<file path="config.mk">
export PLATFORM = sky130hd
export DESIGN_NAME = tz_rule_string_parser_core
export DESIGN_NICKNAME = d
export VERILOG_FILES = /design/src/rtl/tzrsp_pkg.sv /design/src/rtl/tz_rule_string_parser_core.sv
export SDC_FILE = /design/constraint.sdc
export NUM_CORES = 1
export LEC_CHECK = 0
export BUFFER_PORTS_ARGS = -buffer_cell sky130_fd_sc_hd__buf_2
export CORE_MARGIN = 4
export CORE_UTILIZATION = 45
export CTS_CLUSTER_SIZE = 40
export DETAILED_ROUTE_END_ITERATION = 8
export GPL_TIMING_DRIVEN = 0
export HOLD_SLACK_MARGIN = 0.02
export MAX_ROUTING_LAYER = met4
export PLACE_DENSITY = 0.67
export SYNTH_ARGS = -nofsm -noshare
export SYNTH_HDL_FRONTEND = slang
export SYNTH_SLANG_ARGS = --single-unit
</file>
<file path="constraint.sdc">
create_clock -name i_clk -period 10 [get_ports i_clk]
set_clock_uncertainty 0.2 [all_clocks]
set_input_delay 0.5 -clock i_clk [delete_from_list [all_inputs] [get_ports i_clk]]
set_output_delay 0.5 -clock i_clk [all_outputs]
set_load 0.02 [all_outputs]
</file>
<file path="src/rtl/tzrsp_pkg.sv">
// Package for the time-zone rule string parser: parse phase type,
// character codes, field limits and default daylight rules.
// No dependencies; used by tz_rule_string_parser_core.
package tzrsp_pkg;

    // Parse phases; the nine rule numbers occupy consecutive codes.
    typedef enum logic [4:0] {
        PH_NAME1  = 5'd0,
        PH_HSTART = 5'd1,
        PH_HOUR   = 5'd2,
        PH_MIN    = 5'd3,
        PH_SEC    = 5'd4,
        PH_NAME2  = 5'd5,
        PH_F0     = 5'd6,
        PH_F1     = 5'd7,
        PH_F2     = 5'd8,
        PH_F3     = 5'd9,
        PH_F4     = 5'd10,
        PH_F5     = 5'd11,
        PH_F6     = 5'd12,
        PH_F7     = 5'd13,
        PH_F8     = 5'd14,
        PH_WS1    = 5'd15,
        PH_WS2    = 5'd16,
        PH_ERR    = 5'd17
    } t_phase;

    // Character codes.
    localparam logic [7:0] CH_NUL   = 8'h00;
    localparam logic [7:0] CH_PLUS  = 8'h2B;
    localparam logic [7:0] CH_COMMA = 8'h2C;
    localparam logic [7:0] CH_MINUS = 8'h2D;
    localparam logic [7:0] CH_COLON = 8'h3A;

    // Field widths.
    localparam int ACC_W  = 17;
    localparam int OFS_W  = 18;
    localparam int MON_W  = 4;
    localparam int WEEK_W = 4;
    localparam int DAY_W  = 5;
    localparam int TIME_W = 17;

    // Field limits.
    localparam logic [19:0] LIM_HOUR   = 20'd23;
    localparam logic [19:0] LIM_MINSEC = 20'd59;
    localparam logic [19:0] MAX_MONTH  = 20'd12;
    localparam logic [19:0] MAX_WEEK   = 20'd4;
    localparam logic [19:0] MAX_WDAY   = 20'd6;
    localparam logic [19:0] MAX_MDAY   = 20'd31;
    localparam logic [19:0] MAX_TIME   = 20'd86399;
    localparam logic [19:0] MAX_SHIFT  = 20'd86400;

    // Seconds per offset unit.
    localparam logic [OFS_W-1:0] SEC_PER_HOUR = 18'd3600;
    localparam logic [OFS_W-1:0] SEC_PER_MIN  = 18'd60;

    // Default switch rules when the daylight name has no rule list.
    localparam logic [MON_W-1:0]         DEF_START_MONTH = 4'd4;
    localparam logic signed [WEEK_W-1:0] DEF_START_WEEK  = 4'sd1;
    localparam logic [TIME_W-1:0]        DEF_START_TIME  = 17'd3600;
    localparam logic [MON_W-1:0]         DEF_END_MONTH   = 4'd10;
    localparam logic signed [WEEK_W-1:0] DEF_END_WEEK    = -4'sd1;
    localparam logic [TIME_W-1:0]        DEF_END_TIME    = 17'd7200;
    localparam logic [TIME_W-1:0]        DEF_SHIFT       = 17'd3600;

endpackage

</file>
<file path="src/rtl/tz_rule_string_parser_core.sv">
// Top level of the time-zone rule string parser: a one-character-per-cycle
// parse stage and the registered result item.
// Depends on tzrsp_pkg.
//
// Usage: characters of a rule string enter on the input channel (i_valid,
// o_ready, i_ch), one item per character. A NUL that ends the string
// produces exactly one result item on the output channel (o_valid,
// i_ready, o_status and the offset and rule fields); other characters,
// and a NUL taken by a missing number, bad delimiter or low value, produce
// none. After the item the parser is back at the start of a new string.
// The registered result item is valid in the cycle after the NUL is taken.
// Throughput: one character per cycle unless a result waits with i_ready
// low; each character takes one pass of the parse logic between the state
// registers and the result register, so strings may follow without gaps.
// Reset: i_rst_n low clears the parse state to the start of the first name
// and drops o_valid.
// Stall: while a result waits with i_ready low, o_ready is low and no
// character is taken; o_ready follows i_ready combinationally, so input
// resumes in the same cycle that the waiting result is taken.
module tz_rule_string_parser_core
    import tzrsp_pkg::*;
(
    input  logic                     i_clk,
    input  logic                     i_rst_n,
    input  logic                     i_valid,
    output logic                     o_ready,
    input  logic [7:0]               i_ch,
    output logic                     o_valid,
    input  logic                     i_ready,
    output logic                     o_status,
    output logic signed [OFS_W-1:0]  o_std_offset,
    output logic                     o_dst_on,
    output logic [MON_W-1:0]         o_start_month,
    output logic signed [WEEK_W-1:0] o_start_week,
    output logic [DAY_W-1:0]         o_start_day,
    output logic [TIME_W-1:0]        o_start_time,
    output logic [MON_W-1:0]         o_end_month,
    output logic signed [WEEK_W-1:0] o_end_week,
    output logic [DAY_W-1:0]         o_end_day,
    output logic [TIME_W-1:0]        o_end_time,
    output logic [TIME_W-1:0]        o_dst_shift
);

    // Parse state registers.
    t_phase                     r_phase, n_phase;
    logic [ACC_W-1:0]           r_acc, n_acc;
    logic                       r_neg, n_neg;
    logic                       r_seen, n_seen;
    logic signed [OFS_W-1:0]    r_offset, n_offset;
    logic                       r_dst, n_dst;
    logic [MON_W-1:0]           r_month0, n_month0, r_month1, n_month1;
    logic signed [WEEK_W-1:0]   r_week0, n_week0, r_week1, n_week1;
    logic [DAY_W-1:0]           r_day0, n_day0, r_day1, n_day1;
    logic [TIME_W-1:0]          r_time0, n_time0, r_time1, n_time1;
    logic [TIME_W-1:0]          r_shift, n_shift;

    // Result register.
    logic                       r_out_valid;
    logic                       r_status;
    logic signed [OFS_W-1:0]    r_std_offset;
    logic                       r_dst_on;
    logic [MON_W-1:0]           r_start_month, r_end_month;
    logic signed [WEEK_W-1:0]   r_start_week, r_end_week;
    logic [DAY_W-1:0]           r_start_day, r_end_day;
    logic [TIME_W-1:0]          r_start_time, r_end_time;
    logic [TIME_W-1:0]          r_dst_shift;

    // Working values of the parse pass.
    t_phase                     w_phase;
    logic                       w_go;
    logic                       w_emit;
    logic [ACC_W-1:0]           w_acc;
    logic                       w_neg;
    logic                       w_seen;
    logic signed [OFS_W-1:0]    w_offset;
    logic                       w_dst;
    logic [MON_W-1:0]           w_month0, w_month1;
    logic signed [WEEK_W-1:0]   w_week0, w_week1;
    logic [DAY_W-1:0]           w_day0, w_day1;
    logic [TIME_W-1:0]          w_time0, w_time1;
    logic [TIME_W-1:0]          w_shift;

    logic                       in_fire;
    logic                       is_digit;
    logic                       is_letter;
    logic                       is_sign;
    logic [3:0]                 digit_val;
    logic [19:0]                acc_next;
    logic [19:0]                lim;
    logic [OFS_W-1:0]           term;
    logic [3:0]                 fk;
    logic                       fr;
    logic signed [WEEK_W-1:0]   fweek;
    logic                       lo_one;
    logic [WEEK_W-1:0]          acc_week;

    assign o_ready = !r_out_valid || i_ready;
    assign in_fire = i_valid && o_ready;

    // Character classes.
    assign is_digit  = (i_ch >= 8'h30) && (i_ch <= 8'h39);
    assign is_letter = ((i_ch >= 8'h41) && (i_ch <= 8'h5A)) ||
                       ((i_ch >= 8'h61) && (i_ch <= 8'h7A));
    assign is_sign   = (i_ch == CH_PLUS) || (i_ch == CH_MINUS);
    assign digit_val = i_ch[3:0];

    // Decimal accumulation: n*10 + d, wide enough to see any overflow.
    assign acc_next = ({3'd0, r_acc} << 3) + ({3'd0, r_acc} << 1) + 20'(digit_val);

    // Rule number index and its rule half for the field phases.
    always_comb begin
        unique case (r_phase)
            PH_WS1:  fk = 4'd1;
            PH_WS2:  fk = 4'd5;
            default: fk = 4'(5'(r_phase) - 5'(PH_F0));
        endcase
        fr       = (fk >= 4'd4) && (fk <= 4'd7);
        fweek    = fr ? r_week1 : r_week0;
        acc_week = r_acc[WEEK_W-1:0];
        // Largest magnitude allowed for this rule number.
        unique case (fk[1:0])
            2'd0:    lim = (fk == 4'd8) ? MAX_SHIFT : MAX_MONTH;
            2'd1:    lim = MAX_WEEK;
            2'd2:    lim = (fweek != '0) ? MAX_WDAY : MAX_MDAY;
            default: lim = MAX_TIME;
        endcase
        // Fields whose smallest value is one rather than zero.
        lo_one = ((fk[1:0] == 2'd0) && (fk != 4'd8)) ||
                 ((fk[1:0] == 2'd2) && (fweek == '0));
    end

    // One parse pass over the current character. A phase may hand the
    // same character on to the following phase while w_go stays high.
    always_comb begin
        w_phase  = r_phase;
        w_go     = 1'b1;
        w_emit   = 1'b0;
        w_acc    = r_acc;
        w_neg    = r_neg;
        w_seen   = r_seen;
        w_offset = r_offset;
        w_dst    = r_dst;
        w_month0 = r_month0;
        w_month1 = r_month1;
        w_week0  = r_week0;
        w_week1  = r_week1;
        w_day0   = r_day0;
        w_day1   = r_day1;
        w_time0  = r_time0;
        w_time1  = r_time1;
        w_shift  = r_shift;
        term     = '0;

        // First name: letters are skipped; a NUL ends the string, else the offset starts.
        if (w_phase == PH_NAME1) begin
            if (is_letter) begin
                w_go = 1'b0;
            end else if (i_ch == CH_NUL) begin
                w_emit = 1'b1;
                w_go   = 1'b0;
            end else begin
                w_phase = PH_HSTART;
            end
        end

        // Optional sign of the offset.
        if (w_go && w_phase == PH_HSTART) begin
            w_phase = PH_HOUR;
            if (is_sign) begin
                w_neg = (i_ch == CH_MINUS);
                w_go  = 1'b0;
            end
        end

        // Hours, minutes and seconds of the offset.
        if (w_go && (w_phase == PH_HOUR || w_phase == PH_MIN || w_phase == PH_SEC)) begin
            if (is_digit) begin
                w_go   = 1'b0;
                w_seen = 1'b1;
                w_acc  = acc_next[ACC_W-1:0];
                if (acc_next > ((w_phase == PH_HOUR) ? LIM_HOUR : LIM_MINSEC)) begin
                    w_phase = PH_ERR;
                end
            end else if (!w_seen) begin
                // A missing number consumes the character, even a NUL.
                w_phase = PH_ERR;
                w_go    = 1'b0;
            end else begin
                unique case (w_phase)
                    PH_HOUR: term = OFS_W'(w_acc[5:0]) * SEC_PER_HOUR;
                    PH_MIN:  term = OFS_W'(w_acc[5:0]) * SEC_PER_MIN;
                    default: term = OFS_W'(w_acc[5:0]);
                endcase
                w_offset = w_offset + $signed(term);
                w_acc    = '0;
                w_seen   = 1'b0;
                if (i_ch == CH_COLON && w_phase != PH_SEC) begin
                    w_phase = (w_phase == PH_HOUR) ? PH_MIN : PH_SEC;
                    w_go    = 1'b0;
                end else begin
                    if (w_neg) begin
                        w_offset = -w_offset;
                    end
                    w_neg = 1'b0;
                    if (i_ch == CH_NUL) begin
                        w_emit = 1'b1;
                        w_go   = 1'b0;
                    end else begin
                        w_dst   = 1'b1;
                        w_phase = PH_NAME2;
                    end
                end
            end
        end

        // Daylight name, then the end or a rule list.
        if (w_go && w_phase == PH_NAME2) begin
            if (is_letter) begin
                w_go = 1'b0;
            end else if (i_ch == CH_COMMA) begin
                w_phase = PH_F0;
                w_go    = 1'b0;
            end else if (i_ch == CH_NUL) begin
                w_month0 = DEF_START_MONTH;
                w_week0  = DEF_START_WEEK;
                w_day0   = '0;
                w_time0  = DEF_START_TIME;
                w_month1 = DEF_END_MONTH;
                w_week1  = DEF_END_WEEK;
                w_day1   = '0;
                w_time1  = DEF_END_TIME;
                w_shift  = DEF_SHIFT;
                w_emit   = 1'b1;
                w_go     = 1'b0;
            end else begin
                w_phase = PH_ERR;
            end
        end

        // The nine rule numbers; only reached directly from the state.
        // A missing number, a bad delimiter or a value below range consumes
        // the character, even a NUL.
        if (w_go && ((w_phase >= PH_F0 && w_phase <= PH_F8) ||
                     w_phase == PH_WS1 || w_phase == PH_WS2)) begin
            if (!w_seen && w_phase != PH_WS1 && w_phase != PH_WS2 &&
                (fk == 4'd1 || fk == 4'd5) && is_sign) begin
                w_neg   = (i_ch == CH_MINUS);
                w_phase = (fk == 4'd1) ? PH_WS1 : PH_WS2;
                w_go    = 1'b0;
            end else if (is_digit) begin
                w_go   = 1'b0;
                w_seen = 1'b1;
                w_acc  = acc_next[ACC_W-1:0];
                if (acc_next > lim) begin
                    w_phase = PH_ERR;
                end
            end else if (!w_seen || i_ch != ((fk == 4'd8) ? CH_NUL : CH_COMMA)) begin
                w_phase = PH_ERR;
                w_go    = 1'b0;
            end else if (lo_one && w_acc == '0) begin
                w_phase = PH_ERR;
                w_go    = 1'b0;
            end else begin
                unique case (fk)
                    4'd0:    w_month0 = w_acc[MON_W-1:0];
                    4'd1:    w_week0  = $signed(w_neg ? -acc_week : acc_week);
                    4'd2:    w_day0   = w_acc[DAY_W-1:0];
                    4'd3:    w_time0  = w_acc[TIME_W-1:0];
                    4'd4:    w_month1 = w_acc[MON_W-1:0];
                    4'd5:    w_week1  = $signed(w_neg ? -acc_week : acc_week);
                    4'd6:    w_day1   = w_acc[DAY_W-1:0];
                    4'd7:    w_time1  = w_acc[TIME_W-1:0];
                    default: w_shift  = w_acc[TIME_W-1:0];
                endcase
                w_acc  = '0;
                w_seen = 1'b0;
                w_neg  = 1'b0;
                w_go   = 1'b0;
                if (fk == 4'd8) begin
                    w_emit = 1'b1;
                end else begin
                    w_phase = t_phase'(5'(PH_F0) + 5'(fk) + 5'd1);
                end
            end
        end

        // Error: characters are ignored until the terminating NUL.
        if (w_go && w_phase == PH_ERR) begin
            if (i_ch == CH_NUL) begin
                w_emit = 1'b1;
            end
        end
    end

    // Next state: an emitted result returns the parser to its start.
    always_comb begin
        if (w_emit) begin
            n_phase  = PH_NAME1;
            n_acc    = '0;
            n_neg    = 1'b0;
            n_seen   = 1'b0;
            n_offset = '0;
            n_dst    = 1'b0;
            n_month0 = '0;
            n_month1 = '0;
            n_week0  = '0;
            n_week1  = '0;
            n_day0   = '0;
            n_day1   = '0;
            n_time0  = '0;
            n_time1  = '0;
            n_shift  = '0;
        end else begin
            n_phase  = w_phase;
            n_acc    = w_acc;
            n_neg    = w_neg;
            n_seen   = w_seen;
            n_offset = w_offset;
            n_dst    = w_dst;
            n_month0 = w_month0;
            n_month1 = w_month1;
            n_week0  = w_week0;
            n_week1  = w_week1;
            n_day0   = w_day0;
            n_day1   = w_day1;
            n_time0  = w_time0;
            n_time1  = w_time1;
            n_shift  = w_shift;
        end
    end

    // Parse state registers advance on each accepted character.
    always_ff @(posedge i_clk) begin
        if (!i_rst_n) begin
            r_phase  <= PH_NAME1;
            r_acc    <= '0;
            r_neg    <= 1'b0;
            r_seen   <= 1'b0;
            r_offset <= '0;
            r_dst    <= 1'b0;
            r_month0 <= '0;
            r_month1 <= '0;
            r_week0  <= '0;
            r_week1  <= '0;
            r_day0   <= '0;
            r_day1   <= '0;
            r_time0  <= '0;
            r_time1  <= '0;
            r_shift  <= '0;
        end else if (in_fire) begin
            r_phase  <= n_phase;
            r_acc    <= n_acc;
            r_neg    <= n_neg;
            r_seen   <= n_seen;
            r_offset <= n_offset;
            r_dst    <= n_dst;
            r_month0 <= n_month0;
            r_month1 <= n_month1;
            r_week0  <= n_week0;
            r_week1  <= n_week1;
            r_day0   <= n_day0;
            r_day1   <= n_day1;
            r_time0  <= n_time0;
            r_time1  <= n_time1;
            r_shift  <= n_shift;
        end
    end

    // Result valid flag.
    always_ff @(posedge i_clk) begin
        if (!i_rst_n) begin
            r_out_valid <= 1'b0;
        end else if (in_fire) begin
            r_out_valid <= w_emit;
        end else if (i_ready) begin
            r_out_valid <= 1'b0;
        end
    end

    // Result payload; an error result carries only the status bit.
    always_ff @(posedge i_clk) begin
        if (in_fire && w_emit) begin
            r_status      <= (w_phase == PH_ERR);
            r_std_offset  <= '0;
            r_dst_on      <= 1'b0;
            r_start_month <= '0;
            r_start_week  <= '0;
            r_start_day   <= '0;
            r_start_time  <= '0;
            r_end_month   <= '0;
            r_end_week    <= '0;
            r_end_day     <= '0;
            r_end_time    <= '0;
            r_dst_shift   <= '0;
            if (w_phase != PH_ERR) begin
                r_std_offset <= w_offset;
                r_dst_on     <= w_dst;
                if (w_dst) begin
                    r_start_month <= w_month0;
                    r_start_week  <= w_week0;
                    r_start_day   <= w_day0;
                    r_start_time  <= w_time0;
                    r_end_month   <= w_month1;
                    r_end_week    <= w_week1;
                    r_end_day     <= w_day1;
                    r_end_time    <= w_time1;
                    r_dst_shift   <= w_shift;
                end
            end
        end
    end

    assign o_valid       = r_out_valid;
    assign o_status      = r_status;
    assign o_std_offset  = r_std_offset;
    assign o_dst_on      = r_dst_on;
    assign o_start_month = r_start_month;
    assign o_start_week  = r_start_week;
    assign o_start_day   = r_start_day;
    assign o_start_time  = r_start_time;
    assign o_end_month   = r_end_month;
    assign o_end_week    = r_end_week;
    assign o_end_day     = r_end_day;
    assign o_end_time    = r_end_time;
    assign o_dst_shift   = r_dst_shift;

endmodule

</file>
==> run summary <==
Grt met3 use -> 0.02286
Failing checks -> max-capacitance violations, max-slew violations
Clock tree buffer depth -> 3
CTS tree -> yes
Area delta synth->final -> 13.66%
Die height -> 185.6 um
Synthesis Warnings -> 0
Fin util -> 0.5234
Final setup margin -> 1676 ps
WP data required -> 10,040 ps
Vias in the first global route -> 12.52k
WL final -> 45.73 mm
Total power -> 2.906 mW
Setup crit start -> r_phase[0]
Grt total ovfl -> 0
RSZ-0062 raised after global routing -> no
Ys async rst share -> 0
Hold Path End -> o_valid
Pin count of the biggest net entering global routing -> 33
Post-synth EDFFs -> 97
Sequential area share after synthesis -> 0.3758
DRT Pass-1 Iters -> 6
Worst hold stages -> 3
Reg-to-Reg End -> o_start_time[2]
CP Launch Type -> flop
Hold/Removal Path Class -> in -> reg
Synth Instances -> 1,609
GP Congestion -> 0.9322
Met2 global-route usage -> 0.4207
Die W -> 185.6 um
Total leakage power -> 6.648 nW
Status -> finished with violations
Clock period minus worst slack -> 8324 ps
Hold path startpoint -> i_rst_n
Relative slew slack -> -0.003458
Share of cells above drive strength 1 -> 0.1216
Ports -> 111
Final Hold Viols -> 0
Setup WS pre-CTS -> 1851 ps
Routed Antenna Nets -> 0
# rows -> 64
Tot GR Track Use -> 0.2657
CTS Root Buffer Type -> clkbuf_16
GRT Max-Usage Layer -> met2
HPWL Detailed -> 34.81 mm
First-pass GRT wire length -> 70.80 mm
CP Capture Type -> flop
Cell Area, Placed -> 15,330 um^2
Core box area -> 30,830 um^2
Post-Layout Cell Count -> 2,164
Starting DRC count in detailed routing -> 1,139
Final Slew Violations -> 1
Placed cells -> 2,118
CTS buffer count -> 25
Worst Tran Pin Value -> 1496 ps
M1 GR Usage -> 0.3617
Max-cap violations -> 1
Routed WL per cell -> 21.13 um
Clock Pin Slew Worst Setup and Hold Paths -> 70 ps
Reg2Reg Setup Slack -> 1680 ps
Post-route cell area -> 16,140 um^2
CTS HTree Levels -> 1
Top FF cell, synth -> dfxtp_1
Port bufs -> 109
DRC viols -> 0
CTS Hold Bufs -> 0
Most common library cells after synthesis -> 174 x nor2_1, 130 x nand2_1, 121 x dfxtp_1
CTS sink cnt -> 218
WS Path Type -> reg -> reg
Worst reg2reg path depth -> 25
PwrDens -> 180.1 nW/um^2
Seq cells post-synth -> 218
Synth top area cells -> edfxtp_1 21%, dfxtp_1 17%, ha_1 9.3%
RR Startpoint -> r_phase[0]
Period Utilization, post-route -> 0.8324
Peak VDD IR -> 0.1390 mV
Syn nets -> 1,741
Most frequent cell after synthesis -> nor2_1
Synthesized area -> 14,200 um^2
Synth cell types -> 85
Fmax -> 0.1201 GHz
Area share of the largest cell type after synthesis -> 0.2052
Hold WS -> 86.48 ps
Die area -> 34,450 um^2
Final setup fails -> 0
Initial antenna violation count -> 0
Largest area contributor in the netlist -> edfxtp_1
Setup Fix Bufs, Post-CTS -> 0
Syn_area_per_cell -> 8.824 um^2
Via Count -> 13.26k
CP max FO -> 32
Ant diodes -> 0
Initial Util -> 0.4605
Via/cell ratio -> 6.128
NumNets Final -> 1,881
Crit path DAT -> 8360 ps
# resized after CTS -> 0
Sum Neg Setup Slack -> 0 ps
Latest clock arrival within the worst-skew pair -> 550 ps
==> state kept, by name, summed over array words and instances, names as in the netlist, 5 cells and up <==
register and flops:
o_dst_shift 17, o_start_time 17, o_end_time 17, r_day0 5
r_offset 18, r_shift 17, r_acc 17, r_day1 5
r_time1 17, r_phase 5, o_start_day 5, o_end_day 5
r_time0 17, o_std_offset 18
==> power breakdown <==
part / total [mW] / leakage [nW] / internal, mW / switching (mW)
registers: 0.951 / 2.08 / 0.936 / 0.0152
clock network: 0.905 / 0.392 / 0.517 / 0.388
logic: 1.05 / 4.17 / 0.308 / 0.743
total: 2.91 / 6.65 / 1.76 / 1.15
==> cell usage in the layout, fill, tap and decap left out, drive strengths merged, types with 43 or more instances in the layout <==
| cell type | instances |
|---|---|
| nor2 | 175 |
| buf | 147 |
| nand2 | 130 |
| dfxtp | 121 |
| a21oi | 121 |
| ha | 106 |
| clkbuf | 98 |
| edfxtp | 97 |
| o21ai | 94 |
| a22oi | 88 |
| inv | 63 |
| nor3 | 47 |
| nand3 | 43 |
==> critical path: stages, from the launching register on <==
cell and delay [ps]:
dfxtp_1 360, clkbuf_1 250, inv_1 220, ha_1 160, buf_2 200, nor3b_1 380, nand2_1 210, a211oi_2 550
nor2_4 170, inv_2 180, ha_1 280, a22o_1 230, and3_1 170, a2111o_1 440, nor4b_2 360, a31oi_1 210
a211o_1 410, nor4b_2 490, nor3b_2 270, nor4b_2 400, o221a_2 320, buf_2 260, nand2_1 130, a21oi_4 570
buf_12 290, buf_12 230
==> worst max path at each step <==
stage / to / slack (ps) / cells after the start
2_1_floorplan: o_dst_on / 1510 / 25
3_3_place_gp: o_start_time[11] / -910 / 24
3_5_place_dp: o_dst_on / 1850 / 25
4_1_cts: o_end_time[5] / 1790 / 25
5_1_grt: o_end_day[1] / 1100 / 26
6_report: o_start_time[2] / 1680 / 25
==> layout make-up <==
class                           instances  area (um^2)
Multi-Input combinational cell       1233         8238
Clock buffer                           35        693.2
Buffer                                 97        412.9
Fill cell                            2881        14690
Sequential cell                       218         5335
Clock inverter                         11        112.6
Inverter                               61        229.0
Timing Repair Buffer                  113        620.6
Tap cell                              396        495.5
==> routing by layer <==
| layer | routed length, um | vias to the layer above | part of all wire |
|---|---|---|---|
| li1 | - | 6274 | - |
| met1 | 20270 | 6363 | 0.44 |
| met2 | 20900 | 534 | 0.46 |
| met3 | 2990 | 89 | 0.065 |
| met4 | 1572 | 0 | 0.034 |
| met5 | 0 | - | 0 |
==> cell families (layout without fill, tap and decap cells) <==
logic type / count (synthesis) / after routing / synth area share
xor+xnor: 57 / 57 / 0.03516
compound gates: 506 / 506 / 0.2402
buf+inv: 158 / 317 / 0.04521
fa+ha+maj: 120 / 120 / 0.1132
flops: 218 / 218 / 0.3758
mux: 3 / 3 / 0.002203
simple gates: 547 / 547 / 0.1882
Power figures use the tool's default switching activity.
